## src/hdl/rfs_pkg.sv

```systemverilog
package rfs_pkg;

  // Frame geometry
  localparam int FRAME_BYTES = 25;
  localparam int IDX_W       = $clog2(FRAME_BYTES);
  localparam int CNT_W       = $clog2(FRAME_BYTES + 1);
  localparam int SUM_W       = IDX_W + 1;

  // APB register map
  localparam int APB_AW = 4;
  localparam int APB_DW = 32;
  localparam logic [1:0] REG_RX_ENABLE       = 2'd0;
  localparam logic [1:0] REG_FRAME_MODE      = 2'd1;
  localparam logic [1:0] REG_FAILSAFE_FRAMES = 2'd2;
  localparam logic [7:0] FAILSAFE_FRAMES_RST = 8'd3;

  // Frame format
  localparam logic [7:0] SYNC_BYTE  = 8'h0F;
  localparam logic [7:0] FOOT_A     = 8'h00;
  localparam logic [7:0] FOOT_B     = 8'h04;
  localparam logic [7:0] FOOT_C     = 8'h14;
  localparam logic [7:0] FOOT_D     = 8'h24;
  localparam logic [7:0] FOOT_E     = 8'h34;
  localparam logic [7:0] RSVD_MASK  = 8'hF0;
  localparam logic [7:0] FS_MASK    = 8'h08;
  localparam logic [7:0] RUN_MAX    = 8'hFF;

  typedef logic [IDX_W-1:0] idx_t;
  typedef logic [CNT_W-1:0] cnt_t;

  localparam idx_t IDX_LAST  = idx_t'(FRAME_BYTES - 1);
  localparam idx_t IDX_FLAGS = idx_t'(FRAME_BYTES - 2);
  localparam idx_t IDX_ONE   = idx_t'(1);
  localparam cnt_t CNT_FULL  = cnt_t'(FRAME_BYTES);

  typedef enum logic [1:0] {
    ST_IDLE,
    ST_CHECK,
    ST_EMIT,
    ST_SCAN
  } state_e;

  typedef struct packed {
    logic       rx_enable;
    logic       frame_mode;
    logic [7:0] failsafe_frames;
  } cfg_t;

  typedef struct packed {
    logic       we;
    idx_t       waddr;
    logic [7:0] wdata;
    logic       re;
    idx_t       raddr;
  } mem_req_t;

  typedef struct packed {
    state_e state;
    idx_t   fill;
  } stat_t;

  // Logical frame position to physical store entry, ring offset by head.
  function automatic idx_t phys_addr(idx_t head, idx_t lidx);
    logic [SUM_W-1:0] sum;
    sum = {1'b0, head} + {1'b0, lidx};
    if (sum >= SUM_W'(FRAME_BYTES)) begin
      sum = sum - SUM_W'(FRAME_BYTES);
    end
    return sum[IDX_W-1:0];
  endfunction

  function automatic logic foot_legal(logic [7:0] f);
    return (f == FOOT_A) || (f == FOOT_B) || (f == FOOT_C) ||
           (f == FOOT_D) || (f == FOOT_E);
  endfunction

endpackage

```

## src/hdl/rfs_if.sv

```systemverilog
interface rfs_in_if;
  logic       valid;
  logic       ready;
  logic [7:0] rx_byte;

  modport source (output valid, output rx_byte, input ready);
  modport sink (input valid, input rx_byte, output ready);
endinterface

interface rfs_out_if;
  logic       valid;
  logic       ready;
  logic [7:0] out_byte;
  logic       from_frame;
  logic       last_of_run;

  modport source (output valid, output out_byte, output from_frame,
                  output last_of_run, input ready);
  modport sink (input valid, input out_byte, input from_frame,
                input last_of_run, output ready);
endinterface

```

## src/hdl/rfs_regs.sv

```systemverilog
module rfs_regs (
  input  logic                       clk_i,
  input  logic                       rst_ni,
  input  logic                       psel,
  input  logic                       penable,
  input  logic                       pwrite,
  input  logic [rfs_pkg::APB_AW-1:0] paddr,
  input  logic [rfs_pkg::APB_DW-1:0] pwdata,
  output logic [rfs_pkg::APB_DW-1:0] prdata,
  output logic                       pready,
  output rfs_pkg::cfg_t              cfg_o
);

  rfs_pkg::cfg_t cfg_q, cfg_d;
  logic          wr_en;
  logic [1:0]    reg_idx;

  assign pready  = 1'b1;
  assign reg_idx = paddr[3:2];
  assign wr_en   = psel && penable && pwrite;

  always_comb begin
    cfg_d = cfg_q;
    if (wr_en) begin
      case (reg_idx)
        rfs_pkg::REG_RX_ENABLE:       cfg_d.rx_enable       = pwdata[0];
        rfs_pkg::REG_FRAME_MODE:      cfg_d.frame_mode      = pwdata[0];
        rfs_pkg::REG_FAILSAFE_FRAMES: cfg_d.failsafe_frames = pwdata[7:0];
        default: ;
      endcase
    end
  end

  always_comb begin
    case (reg_idx)
      rfs_pkg::REG_RX_ENABLE:
        prdata = rfs_pkg::APB_DW'(cfg_q.rx_enable);
      rfs_pkg::REG_FRAME_MODE:
        prdata = rfs_pkg::APB_DW'(cfg_q.frame_mode);
      rfs_pkg::REG_FAILSAFE_FRAMES:
        prdata = rfs_pkg::APB_DW'(cfg_q.failsafe_frames);
      default:
        prdata = '0;
    endcase
  end

  always_ff @(posedge clk_i or negedge rst_ni) begin
    if (!rst_ni) begin
      cfg_q.rx_enable       <= 1'b0;
      cfg_q.frame_mode      <= 1'b0;
      cfg_q.failsafe_frames <= rfs_pkg::FAILSAFE_FRAMES_RST;
    end else begin
      cfg_q <= cfg_d;
    end
  end

  assign cfg_o = cfg_q;

endmodule

```

## src/hdl/rfs_frame_mem.sv

```systemverilog
module rfs_frame_mem (
  input  logic               clk_i,
  input  rfs_pkg::mem_req_t  req_i,
  output logic [7:0]         rdata_o
);

  logic [7:0] mem_q [rfs_pkg::FRAME_BYTES];
  logic [7:0] rdata_q;

  always_ff @(posedge clk_i) begin
    if (req_i.we) begin
      mem_q[req_i.waddr] <= req_i.wdata;
    end
  end

  // read data holds until the next read
  always_ff @(posedge clk_i) begin
    if (req_i.re) begin
      rdata_q <= mem_q[req_i.raddr];
    end
  end

  assign rdata_o = rdata_q;

endmodule

```

## src/hdl/rfs_ctrl.sv

```systemverilog
module rfs_ctrl (
  input  logic               clk_i,
  input  logic               rst_ni,
  input  rfs_pkg::cfg_t      cfg_i,
  input  logic               in_valid_i,
  input  logic [7:0]         in_byte_i,
  output logic               in_ready_o,
  output logic               out_valid_o,
  output logic [7:0]         out_byte_o,
  output logic               out_from_frame_o,
  output logic               out_last_o,
  input  logic               out_ready_i,
  output rfs_pkg::mem_req_t  mem_req_o,
  input  logic [7:0]         mem_rdata_i,
  output rfs_pkg::stat_t     stat_o
);

  rfs_pkg::state_e state_q, state_d;
  rfs_pkg::idx_t   fill_q, fill_d;
  rfs_pkg::idx_t   head_q, head_d;
  rfs_pkg::idx_t   ld_idx_q, ld_idx_d;
  rfs_pkg::idx_t   scan_idx_q, scan_idx_d;
  rfs_pkg::cnt_t   rd_idx_q, rd_idx_d;
  logic            pend_q, pend_d;
  logic [7:0]      foot_q, foot_d;
  logic [7:0]      run_q, run_d;
  logic            fs_clr_q, fs_clr_d;
  logic            ov_q, ov_d;
  logic [7:0]      ob_q, ob_d;
  logic            of_q, of_d;
  logic            ol_q, ol_d;

  logic            acc;
  logic            store_en;
  logic            completes;
  logic            good;
  logic            emit_load;
  logic            emit_issue;
  logic            hit;
  logic [7:0]      run_inc;

  assign in_ready_o = (state_q == rfs_pkg::ST_IDLE) &&
                      (!cfg_i.rx_enable || cfg_i.frame_mode || !ov_q || out_ready_i);
  assign acc        = in_valid_i && in_ready_o;
  assign store_en   = acc && cfg_i.rx_enable && cfg_i.frame_mode &&
                      !((fill_q == '0) && (in_byte_i != rfs_pkg::SYNC_BYTE));
  assign completes  = store_en && (fill_q == rfs_pkg::IDX_LAST);

  // flags arrive from the store in CHECK; footer was captured on accept
  assign good       = rfs_pkg::foot_legal(foot_q) &&
                      ((mem_rdata_i & rfs_pkg::RSVD_MASK) == 8'h00);
  assign run_inc    = (run_q == rfs_pkg::RUN_MAX) ? run_q : run_q + 8'd1;

  assign emit_load  = (state_q == rfs_pkg::ST_EMIT) && pend_q && (!ov_q || out_ready_i);
  assign emit_issue = (state_q == rfs_pkg::ST_EMIT) && (rd_idx_q < rfs_pkg::CNT_FULL) &&
                      (!pend_q || emit_load);
  assign hit        = (mem_rdata_i == rfs_pkg::SYNC_BYTE);

  // next state
  always_comb begin
    state_d = state_q;
    case (state_q)
      rfs_pkg::ST_IDLE: begin
        if (completes) begin
          state_d = rfs_pkg::ST_CHECK;
        end
      end
      rfs_pkg::ST_CHECK: begin
        state_d = good ? rfs_pkg::ST_EMIT : rfs_pkg::ST_SCAN;
      end
      rfs_pkg::ST_EMIT: begin
        if (emit_load && (ld_idx_q == rfs_pkg::IDX_LAST)) begin
          state_d = rfs_pkg::ST_IDLE;
        end
      end
      rfs_pkg::ST_SCAN: begin
        if (hit || (scan_idx_q == rfs_pkg::IDX_LAST)) begin
          state_d = rfs_pkg::ST_IDLE;
        end
      end
      default: state_d = rfs_pkg::ST_IDLE;
    endcase
  end

  // datapath and memory control
  always_comb begin
    fill_d     = fill_q;
    head_d     = head_q;
    ld_idx_d   = ld_idx_q;
    scan_idx_d = scan_idx_q;
    rd_idx_d   = rd_idx_q;
    pend_d     = pend_q;
    foot_d     = foot_q;
    run_d      = run_q;
    fs_clr_d   = fs_clr_q;
    ov_d       = ov_q && !out_ready_i;
    ob_d       = ob_q;
    of_d       = of_q;
    ol_d       = ol_q;
    mem_req_o  = '0;

    case (state_q)
      rfs_pkg::ST_IDLE: begin
        if (acc && cfg_i.rx_enable && !cfg_i.frame_mode) begin
          ov_d = 1'b1;
          ob_d = in_byte_i;
          of_d = 1'b0;
          ol_d = 1'b1;
        end
        if (store_en) begin
          mem_req_o.we    = 1'b1;
          mem_req_o.waddr = rfs_pkg::phys_addr(head_q, fill_q);
          mem_req_o.wdata = in_byte_i;
          fill_d          = fill_q + rfs_pkg::IDX_ONE;
        end
        if (completes) begin
          foot_d          = in_byte_i;
          fill_d          = fill_q;
          mem_req_o.re    = 1'b1;
          mem_req_o.raddr = rfs_pkg::phys_addr(head_q, rfs_pkg::IDX_FLAGS);
        end
      end
      rfs_pkg::ST_CHECK: begin
        rd_idx_d = '0;
        ld_idx_d = '0;
        pend_d   = 1'b0;
        if (good) begin
          if ((mem_rdata_i & rfs_pkg::FS_MASK) != 8'h00) begin
            run_d    = run_inc;
            fs_clr_d = run_inc < cfg_i.failsafe_frames;
          end else begin
            run_d    = '0;
            fs_clr_d = 1'b0;
          end
        end else begin
          mem_req_o.re    = 1'b1;
          mem_req_o.raddr = rfs_pkg::phys_addr(head_q, rfs_pkg::IDX_ONE);
          scan_idx_d      = rfs_pkg::IDX_ONE;
        end
      end
      rfs_pkg::ST_EMIT: begin
        if (emit_issue) begin
          mem_req_o.re    = 1'b1;
          mem_req_o.raddr = rfs_pkg::phys_addr(head_q, rd_idx_q[rfs_pkg::IDX_W-1:0]);
          rd_idx_d        = rd_idx_q + rfs_pkg::cnt_t'(1);
        end
        pend_d = emit_issue || (pend_q && !emit_load);
        if (emit_load) begin
          ov_d     = 1'b1;
          ob_d     = mem_rdata_i;
          if ((ld_idx_q == rfs_pkg::IDX_FLAGS) && fs_clr_q) begin
            ob_d = mem_rdata_i & ~rfs_pkg::FS_MASK;
          end
          of_d     = 1'b1;
          ol_d     = (ld_idx_q == rfs_pkg::IDX_LAST);
          ld_idx_d = ld_idx_q + rfs_pkg::IDX_ONE;
          if (ld_idx_q == rfs_pkg::IDX_LAST) begin
            fill_d = '0;
          end
        end
      end
      rfs_pkg::ST_SCAN: begin
        if (hit) begin
          // drop everything before the new header by moving the ring head
          head_d = rfs_pkg::phys_addr(head_q, scan_idx_q);
          fill_d = rfs_pkg::idx_t'(rfs_pkg::CNT_FULL - rfs_pkg::cnt_t'(scan_idx_q));
        end else if (scan_idx_q == rfs_pkg::IDX_LAST) begin
          fill_d = '0;
        end else begin
          mem_req_o.re    = 1'b1;
          mem_req_o.raddr = rfs_pkg::phys_addr(head_q, scan_idx_q + rfs_pkg::IDX_ONE);
          scan_idx_d      = scan_idx_q + rfs_pkg::IDX_ONE;
        end
      end
      default: ;
    endcase
  end

  always_ff @(posedge clk_i or negedge rst_ni) begin
    if (!rst_ni) begin
      state_q <= rfs_pkg::ST_IDLE;
      fill_q  <= '0;
      head_q  <= '0;
      run_q   <= '0;
      pend_q  <= 1'b0;
      ov_q    <= 1'b0;
    end else begin
      state_q <= state_d;
      fill_q  <= fill_d;
      head_q  <= head_d;
      run_q   <= run_d;
      pend_q  <= pend_d;
      ov_q    <= ov_d;
    end
  end

  always_ff @(posedge clk_i) begin
    ld_idx_q   <= ld_idx_d;
    scan_idx_q <= scan_idx_d;
    rd_idx_q   <= rd_idx_d;
    foot_q     <= foot_d;
    fs_clr_q   <= fs_clr_d;
    ob_q       <= ob_d;
    of_q       <= of_d;
    ol_q       <= ol_d;
  end

  assign out_valid_o      = ov_q;
  assign out_byte_o       = ob_q;
  assign out_from_frame_o = of_q;
  assign out_last_o       = ol_q;
  assign stat_o.state     = state_q;
  assign stat_o.fill      = fill_q;

endmodule

```

## src/hdl/rc_frame_sync_filter_unit.sv

```systemverilog
// RC frame sync filter: receive-side byte filter for 25-byte SBUS-style frames.
// rx_i (valid/ready) takes one received byte per word; tx_o (valid/ready)
// gives forwarded bytes with from_frame and last_of_run tags. An APB port
// holds rx_enable (addr 0x0), frame_mode (0x4) and failsafe_frames (0x8).
// Disabled: bytes are taken and dropped. Pass-through: each byte appears on
// tx_o in the cycle after it is taken, through the output register.
// Frame mode: bytes before a header are dropped; from the header on, each byte
// is written into a 25-entry ring store (one write port, one registered read
// port). The byte that completes a frame starts a check: the flags entry is
// read back, then a good frame is streamed out of the store at one word per
// cycle while tx_o is ready. A bad frame is scanned for the next header, one
// store read per cycle; the ring head moves instead of copying.
// rx_i.ready is low while a frame is checked, emitted or scanned; in
// pass-through it also waits for the output register to empty.
// A stalled receiver simply holds the output word and pauses the read stream.
// Reset clears the registers to their defaults, empties the frame and clears
// the failsafe run counter; store contents are not cleared, no pass needed.
module rc_frame_sync_filter_unit (
  input  logic                       clk_i,
  input  logic                       rst_ni,
  rfs_in_if.sink                     rx_i,
  rfs_out_if.source                  tx_o,
  input  logic                       psel,
  input  logic                       penable,
  input  logic                       pwrite,
  input  logic [rfs_pkg::APB_AW-1:0] paddr,
  input  logic [rfs_pkg::APB_DW-1:0] pwdata,
  output logic [rfs_pkg::APB_DW-1:0] prdata,
  output logic                       pready
);

  rfs_pkg::cfg_t     cfg;
  rfs_pkg::mem_req_t mem_req;
  rfs_pkg::stat_t    stat;
  logic [7:0]        mem_rdata;

  // configuration registers
  rfs_regs u_regs (
    .clk_i   (clk_i),
    .rst_ni  (rst_ni),
    .psel    (psel),
    .penable (penable),
    .pwrite  (pwrite),
    .paddr   (paddr),
    .pwdata  (pwdata),
    .prdata  (prdata),
    .pready  (pready),
    .cfg_o   (cfg)
  );

  // frame store, ring addressed by the sequencer
  rfs_frame_mem u_mem (
    .clk_i   (clk_i),
    .req_i   (mem_req),
    .rdata_o (mem_rdata)
  );

  // sequencer: accept/store, check, emit, resync scan
  rfs_ctrl u_ctrl (
    .clk_i            (clk_i),
    .rst_ni           (rst_ni),
    .cfg_i            (cfg),
    .in_valid_i       (rx_i.valid),
    .in_byte_i        (rx_i.rx_byte),
    .in_ready_o       (rx_i.ready),
    .out_valid_o      (tx_o.valid),
    .out_byte_o       (tx_o.out_byte),
    .out_from_frame_o (tx_o.from_frame),
    .out_last_o       (tx_o.last_of_run),
    .out_ready_i      (tx_o.ready),
    .mem_req_o        (mem_req),
    .mem_rdata_i      (mem_rdata),
    .stat_o           (stat)
  );

  // input is held off while a frame is in flight
  a_busy_no_ready: assert property (@(posedge clk_i) disable iff (!rst_ni)
    (stat.state != rfs_pkg::ST_IDLE) |-> !rx_i.ready)
    else $error("input ready while sequencer busy");

  // pass-through words are always the last of their run
  a_pass_last: assert property (@(posedge clk_i) disable iff (!rst_ni)
    (tx_o.valid && !tx_o.from_frame) |-> tx_o.last_of_run)
    else $error("pass-through word without last tag");

  // the partial frame never reaches a full frame at rest
  a_fill_range: assert property (@(posedge clk_i) disable iff (!rst_ni)
    (stat.fill < rfs_pkg::IDX_LAST) || (stat.fill == rfs_pkg::IDX_LAST))
    else $error("fill count out of range");

  // check only follows the accept of a frame-completing byte
  a_check_entry: assert property (@(posedge clk_i) disable iff (!rst_ni)
    (stat.state == rfs_pkg::ST_CHECK) |-> ($past(stat.state) == rfs_pkg::ST_IDLE))
    else $error("check entered from wrong state");

endmodule

```

## src/flat_wrapper.sv

```systemverilog
// flat-port wrapper written by rule: the top's interface ports become plain ports
module rc_frame_sync_filter_unit_flat 
  (clk_i, rst_ni, psel, penable, pwrite, paddr, pwdata, prdata, pready, rx_i_valid, rx_i_rx_byte, rx_i_ready, tx_o_valid, tx_o_out_byte, tx_o_from_frame, tx_o_last_of_run, tx_o_ready);
  rfs_in_if rx_i_i ();
  rfs_out_if tx_o_i ();
  input  logic clk_i;
  input  logic rst_ni;
  input  logic psel;
  input  logic penable;
  input  logic pwrite;
  input  logic [rfs_pkg::APB_AW-1:0] paddr;
  input  logic [rfs_pkg::APB_DW-1:0] pwdata;
  output logic [rfs_pkg::APB_DW-1:0] prdata;
  output logic pready;
  input wire logic [$bits(rx_i_i.valid)-1:0] rx_i_valid;
  input wire logic [$bits(rx_i_i.rx_byte)-1:0] rx_i_rx_byte;
  output wire logic [$bits(rx_i_i.ready)-1:0] rx_i_ready;
  output wire logic [$bits(tx_o_i.valid)-1:0] tx_o_valid;
  output wire logic [$bits(tx_o_i.out_byte)-1:0] tx_o_out_byte;
  output wire logic [$bits(tx_o_i.from_frame)-1:0] tx_o_from_frame;
  output wire logic [$bits(tx_o_i.last_of_run)-1:0] tx_o_last_of_run;
  input wire logic [$bits(tx_o_i.ready)-1:0] tx_o_ready;
  assign rx_i_i.valid = rx_i_valid;
  assign rx_i_i.rx_byte = rx_i_rx_byte;
  assign rx_i_ready = rx_i_i.ready;
  assign tx_o_valid = tx_o_i.valid;
  assign tx_o_out_byte = tx_o_i.out_byte;
  assign tx_o_from_frame = tx_o_i.from_frame;
  assign tx_o_last_of_run = tx_o_i.last_of_run;
  assign tx_o_i.ready = tx_o_ready;
  rc_frame_sync_filter_unit u_core (.clk_i(clk_i), .rst_ni(rst_ni), .rx_i(rx_i_i), .tx_o(tx_o_i), .psel(psel), .penable(penable), .pwrite(pwrite), .paddr(paddr), .pwdata(pwdata), .prdata(prdata), .pready(pready));
endmodule
```

## config.mk

```make
export PLATFORM = sky130hd
export DESIGN_NAME = rc_frame_sync_filter_unit_flat
export DESIGN_NICKNAME = d
export VERILOG_FILES = /design/src/hdl/rfs_pkg.sv /design/src/hdl/rfs_if.sv /design/src/hdl/rfs_regs.sv /design/src/hdl/rfs_frame_mem.sv /design/src/hdl/rfs_ctrl.sv /design/src/hdl/rc_frame_sync_filter_unit.sv /design/src/flat_wrapper.sv
export SDC_FILE = /design/constraint.sdc
export NUM_CORES = 1
export LEC_CHECK = 0
export ABC_AREA = 1
export BUFFER_PORTS_ARGS = -buffer_cell sky130_fd_sc_hd__buf_2
export CAP_MARGIN = 20
export CORE_ASPECT_RATIO = 1.75
export CORE_MARGIN = 1.5
export CORE_UTILIZATION = 66
export DETAILED_ROUTE_END_ITERATION = 16
export PLACE_DENSITY_LB_ADDON = 0.15
export SYNTH_ARGS = -nofsm -noshare
export SYNTH_HDL_FRONTEND = slang
export SYNTH_SLANG_ARGS = --single-unit
```

## constraint.sdc

```tcl
create_clock -name clk_i -period 9 [get_ports clk_i]
set_clock_uncertainty 0.2 [all_clocks]
set_input_delay 0.45 -clock clk_i [delete_from_list [all_inputs] [get_ports clk_i]]
set_output_delay 0.45 -clock clk_i [all_outputs]
set_load 0.02 [all_outputs]
```

After elaboration in Yosys (flattened, before gate mapping)
Memories as Yosys holds them, arrays and structs flattened. A register that Yosys moved wholly into a read port is not among the register bits.
Cells that the tools add are included.
- bits in writable memories: 200
- memories kept: 1
- input bits: 51
- bits in registers: 66
- logic and storage cells: 184
- $lt $le $gt $ge: 8
- add/subtract/negate cells: 18
- equal/unequal tests: 29
- reductions and logical operators: 58
- mux-type cells: 53
- memories (memory ; depth ; bits a word ; read ports ; clocked after memory_dff ; write ports ; line ; RTL):
    u_core.u_mem.mem_q ; 25 ; 8 ; 1 ; 1 ; 1 ; rfs_frame_mem.sv:7 ; logic [7:0] mem_q [rfs_pkg::FRAME_BYTES];
- operators with widths (kind ; number):
    $mux 5 ; 17
    $ge 6x5->1 const B ; 6
    $mux 8 ; 4
    $mux 6 ; 5
    $pmux 5 s2 ; 3
    $sub 5x5->5 const B ; 6
    $mux 14 ; 2
    $add 5x5->6 ; 4
    $pmux 6 s4 ; 1
    $pmux 8 s3 ; 1
    $add 5x1->5 const B ; 4
    $eq 5x5->1 const B ; 4
    $logic_and 1x1->1 ; 19
    $ne 2x2->1 const B ; 9
    $eq 8x6->1 const B ; 2
    $logic_not 8->1 ; 2
    $pmux 8 s2 ; 1
    $reduce_and 2->1 ; 8
    $pmux 5 s3 ; 1
    $logic_or 1x1->1 ; 11
    $mux 1 ; 9
    $add 8x1->8 const B ; 1
    $eq 8x3->1 const B ; 1
    $eq 8x4->1 const B ; 1
    other kinds (24) ; 44

Depth between registers and ports, before layout
- word-level depth: 13
- mapped depth: 25

Hierarchy
A second synthesis with hierarchy kept.
- cells, all modules: 1601
- area, all modules: 14592.7 um2
- modules (own cells, without submodules) (module ; times used ; seq. area each (um2) ; cells each ; area an instance (um2)):
    rfs_frame_mem ; 1 ; 6246.0 ; 839 ; 8926.1
    rfs_ctrl ; 1 ; 1571.5 ; 664 ; 4946.0
    rfs_regs ; 1 ; 252.7 ; 98 ; 720.7

Least setup slack after synthesis
No wires, ideal clock.
- path kind: reg2reg
- start: reg u_core.u_ctrl.head_q[0]
- end: mem u_core.u_mem.mem_q[24][0], enable pin
- arrival: 3.168 ns
- path slack: 5.237 ns
- stages on the path, launching flop included: 15
- buffers on the path: 0
- path through: dfrtp_1 > ha_1 > fa_1 > inv_1 > ha_1 > inv_1 > nor3_1 > nor3_1 > nor2_1 > inv_1 > nor2_1 > nor3_1 > inv_1 > nand2_1 > nor4_1
- cells in the longest elaborated chain, start to end: 5
- elaborated cells on any way between the ends: 6
- classes of those cells: add/sub: 2; order compare: 1; mux: 3
- RTL lines (element ; line ; RTL):
    start, declared ; rfs_ctrl.sv:20 ; rfs_pkg::idx_t head_q, head_d;
    start signal, assigned ; rfs_ctrl.sv:183 ; head_q <= '0;
    start signal, assigned ; rfs_ctrl.sv:190 ; head_q <= head_d;
    $add 5x5->6 * ; rfs_pkg.sv:65 ; sum = {1'b0, head} + {1'b0, lidx};
    $sub 5x5->5 or $ge 6x5->1 (tied branches) ; rfs_pkg.sv:67, rfs_pkg.sv:66 ;
    $mux 5 * ; rfs_pkg.sv:66 ; if (sum >= SUM_W'(FRAME_BYTES)) begin
    $mux 14 * ; rfs_ctrl.sv:110 ; if (store_en) begin
    $mux 14 * ; rfs_ctrl.sv:102 ; case (state_q)
    end, declared ; rfs_frame_mem.sv:7 ;
Every way passes the cells marked *; elsewhere a longest branch is shown, timed or not.

Final worst setup path
- start: reg u_core.u_ctrl.head_q[1]
- end: reg u_core.u_mem.rdata_q[7] (netlist: u_core.u_mem.rdata_o[7]) (read register of u_core.u_mem.mem_q), data pin
- cells in the longest elaborated chain, start to end: 6
- elaborated cells on any way between the ends: 22
- classes of those cells: add/sub: 8; order compare: 4; mux: 10
- RTL lines (element ; line ; RTL):
    $add 5x5->6 ; rfs_pkg.sv:65 ;
    $sub 5x5->5 or $ge 6x5->1 (tied branches) ; rfs_pkg.sv:67, rfs_pkg.sv:66 ;
    $mux 5 ; rfs_pkg.sv:66 ;
    $mux 6 ; rfs_ctrl.sv:167 ; end else if (scan_idx_q == rfs_pkg::IDX_LAST) begin
    $mux 6 ; rfs_ctrl.sv:163 ; if (hit) begin
    $pmux 6 s4 * ; rfs_ctrl.sv:102 ;
    end, declared ; rfs_frame_mem.sv:8 ; logic [7:0] rdata_q;
Marked as above.
A chain may end at the register's enable or synchronous reset.

==> results.md <==
* Synth warn at 0
* Nets at 1,784
* CP required at 9210 ps
* Gpl congestion at 0.902
* Peak supply drop at 270 uV
* CP Launch Type: flip-flop
* RSZ-0062 raised after global routing: no
* Post-synthesis sequential area ratio at 54.3%
* Slew at the pin closest to its max-slew limit at approximately 1100 ps
* Worst path arrival time at 5610 ps
* Critical-path cell list: inv_1 -> fa_1 -> ha_1 -> inv_1 -> nor2_1 -> nand2_1 -> nand3_1 -> nand2_1 -> nand2_1 -> nand3_1 -> nand4_2 -> buf_4 -> nand2_2 -> buf_4 -> nand2_1 -> nand3_1 -> nand3_1 -> nand3_1 -> nand2_1 -> nand2_1 -> nand2_1
* # DRC at 0
* Post-Synthesis Cells at between 1,500 and 2,000
* I/O pin count at 96
* Status: completed
* Final hold vios at 0
* Number of flops mapped to enable cells by yosys at 242
* # setup viols final at 0
* CTS tree: built
* Cell internal pwr at just under 0.003 W
* # rows at 72
* Core area at 22,100 sq um
* Switching share of power at around 45%
* Antenna diode count at 0
* TritonCTS buffer count at 24
* Chip Width at roughly 120 microns
* Fin area at 16,100 sq um
* Mean Syn Cell Area at between 9 and 10 sq um
* Pwr dens at approximately 320 nW/um^2
* Via Count at ~11,000
* Drt first pass iters at 5
* Tmin final at 5400 ps
* Area fraction of the dominant cell type after synthesis at 48.9%
* Root buffer cell: clkbuf_16
* Post-layout util at 73.1%
* Setup_tns at 0 ps
* Detail Route Antenna Nets at 0
* Hpwl dp at 22.7 mm
* Dpl ws at 3760 ps
* Layout cells sized above 1 at 8.12%
* Post-DR vias/cell at 5.49
* Global route total overflow at 0
* Clock tree sinks at around 270
* Distinct cells, synth at 52
* Avg WL per Cell at 16.9 microns
* FFs w/ async S/R, synth at 11.7%
* Seq pwr share at approximately a third
* Final WL at 33.4 mm
* Max-cap violations at 0
* DP Area at 15,100 sq um
* Placed cells at 1,921
* GRT Util Overall at 29.4%
* Final Max Tran Viols at 0
* Crit-path max FO at 61
* Worst-path clk slew at 80 ps
* Area contributors post-synth: edfxtp_1 (49%), nand3_1 (10%), inv_1 (8.0%)
* P&R area growth vs syn at 8.60%
* Sw Pwr at between 0.002 and 0.0025 W
* Most used cell, CP: nand2_1
* Largest net degree at the start of global routing at 62
* Clock Latency Late Sink at 540 ps
* Synthesized flop and latch total at about 270
* Pleak at 7.27 nW
* Vias in the first global route at around 11,000
* CP endpoint kind: flip-flop
* Clk pwr share at 19.6%
* Fin cells at 1,984
* Post_cts resized at 0
* Max stage delay on crit path at 690 ps
* Period utilization at 60.0%
* Worst Hold Class: primary input to flip-flop
* F_max at 0.185 GHz
* Synth Flop Type: edfxtp_1
* Initial antenna violation count at 0
* Die height at a little over 200 microns
* H-Tree Depth at 1
* PortBufs at 44
* Post-route setup slack at 3600 ps
* Crit Path Category: flip-flop to flip-flop
* Clock Tree Buf Depth at 3
* Worst slew margin at 28.2%
* Post-synth top area cell: edfxtp_1
* First-pass GRT wire length at 52.3 mm
* Slowest stage cell, crit path: fa_1
* Drt initial violations at approximately 730
* Die area at about 23,000 sq um
* Starting Density at 67.4%
* Syn Std Cell Area at 14,900 sq um
* Gate power share at 48.8%
## logic make-up after synthesis
logic type,after synthesis,synth area share [%]
AND/OR/NAND/NOR,737,22.4
adder cells (fa/ha/maj),61,5.34
XOR/XNOR,22,1.35
flip-flops,274,54.3
AO/OA/AOI/OAI,129,5.00
other,2,0.0505
buffers and inverters,399,11.6
## worst paths after layout
kind,from,to,slack (ps),depth (start not counted)
max,u_core.u_ctrl.head_q[1]$_DFFE_PN0P_,u_core.u_mem.rdata_o[7]$_DFFE_PP_,3600,21
min,paddr[2],u_core.u_regs.cfg_o[8]$_DFFE_PN0P_,40,3
max reg2reg,u_core.u_ctrl.head_q[1]$_DFFE_PN0P_,u_core.u_mem.rdata_o[7]$_DFFE_PP_,3600,21
min reg2reg,u_core.u_regs.cfg_o[0]$_DFFE_PN1P_,u_core.u_regs.cfg_o[0]$_DFFE_PN1P_,320,2
max in group asynchronous,rst_ni,u_core.u_ctrl.run_q[5]$_DFFE_PN0P_,7740,2
min in group asynchronous,rst_ni,u_core.u_ctrl.head_q[3]$_DFFE_PN0P_,330,2
## synthesized netlist by cell type (15+ instances only)
master and n:
a21oi_1 45, xor2_1 15, dfrtp_1 30, buf_4 39, edfxtp_1 242, nand2_1 294, o21ai_0 50, ha_1 57
inv_1 315, buf_2 22, nor2_1 91, nand3_1 297
## state kept, by name, summed over array words and instances (netlist names), 8 cells and up
register / flops
u_core.u_ctrl.out_byte_o: 8
u_core.u_mem.mem_q: 200
u_core.u_mem.rdata_o: 8
u_core.u_ctrl.foot_q: 8
u_core.u_regs.cfg_o: 10
u_core.u_ctrl.run_q: 8
## layer usage
| metal | part of all wire [%] | vias up | GRT usage, % |
|---|---|---|---|
| li1 | - | 5372 | - |
| met1 | 34 | 5021 | 29.8 |
| met2 | 54 | 368 | 54.6 |
| met3 | 4.7 | 135 | 3.07 |
| met4 | 7.0 | 0 | 19.9 |
| met5 | 0 | - | 0 |
## timing repair
item	in CTS	in global routing
hold buffers	18	0
buffers inserted	0	0
hold endpoints to repair	47	0
## per-stage QoR
stage | total power [W] | hold WS, ps
global route | 0.00559 | 48.5
global placement | 0.00412 | 298
floorplan | 0.00362 | -45.6
detailed placement | 0.00418 | 306
CTS | 0.00522 | 26.2
finish | 0.00524 | 37.5
## worst max-delay path, delay by kind of cell, from the launching register on
family | cells | cell delay, ps
fa+ha+maj | 2 | 880
simple gates | 15 | 2050
flops | 1 | 680
buf+inv | 4 | 1390
## power by group through the flow
stage | combinational (W) | clock [W] | sequential, W
CTS | 0.00253 | 0.00104 | 0.00165
detailed placement | 0.00250 | 0 | 0.00168
finish | 0.00256 | 0.00103 | 0.00165
floorplan | 0.00196 | 0 | 0.00166
global placement | 0.00244 | 0 | 0.00168
global route | 0.00284 | 0.00108 | 0.00167
## cell usage in the layout, fill, tap and decap left out, drive strengths merged, types with 7 or more instances in the layout
master | Yosys | final
inv | 322 | 323
nor2 | 95 | 95
clkinv | 0 | 11
conb | 2 | 25
xor2 | 15 | 15
buf | 69 | 58
xnor2 | 7 | 7
a21oi | 45 | 45
nand3 | 300 | 300
o211ai | 10 | 10
dfrtp | 30 | 30
clkbuf | 8 | 25
nand4 | 10 | 10
edfxtp | 242 | 242
nand2 | 302 | 302
ha | 57 | 57
o21ai | 53 | 53
dlygate4sd3 | 0 | 18
nor3 | 16 | 16
## area by class of cell
type,instances,area (sq um)
sequential,274,8070
fill,1567,5930
multi-input combinational,974,5180
inverter,322,1210
clock buffer,25,604
timing repair buffer,76,528
tap,296,370
clock inverter,17,183
Note: power is estimated with default switching activity, not from simulation.
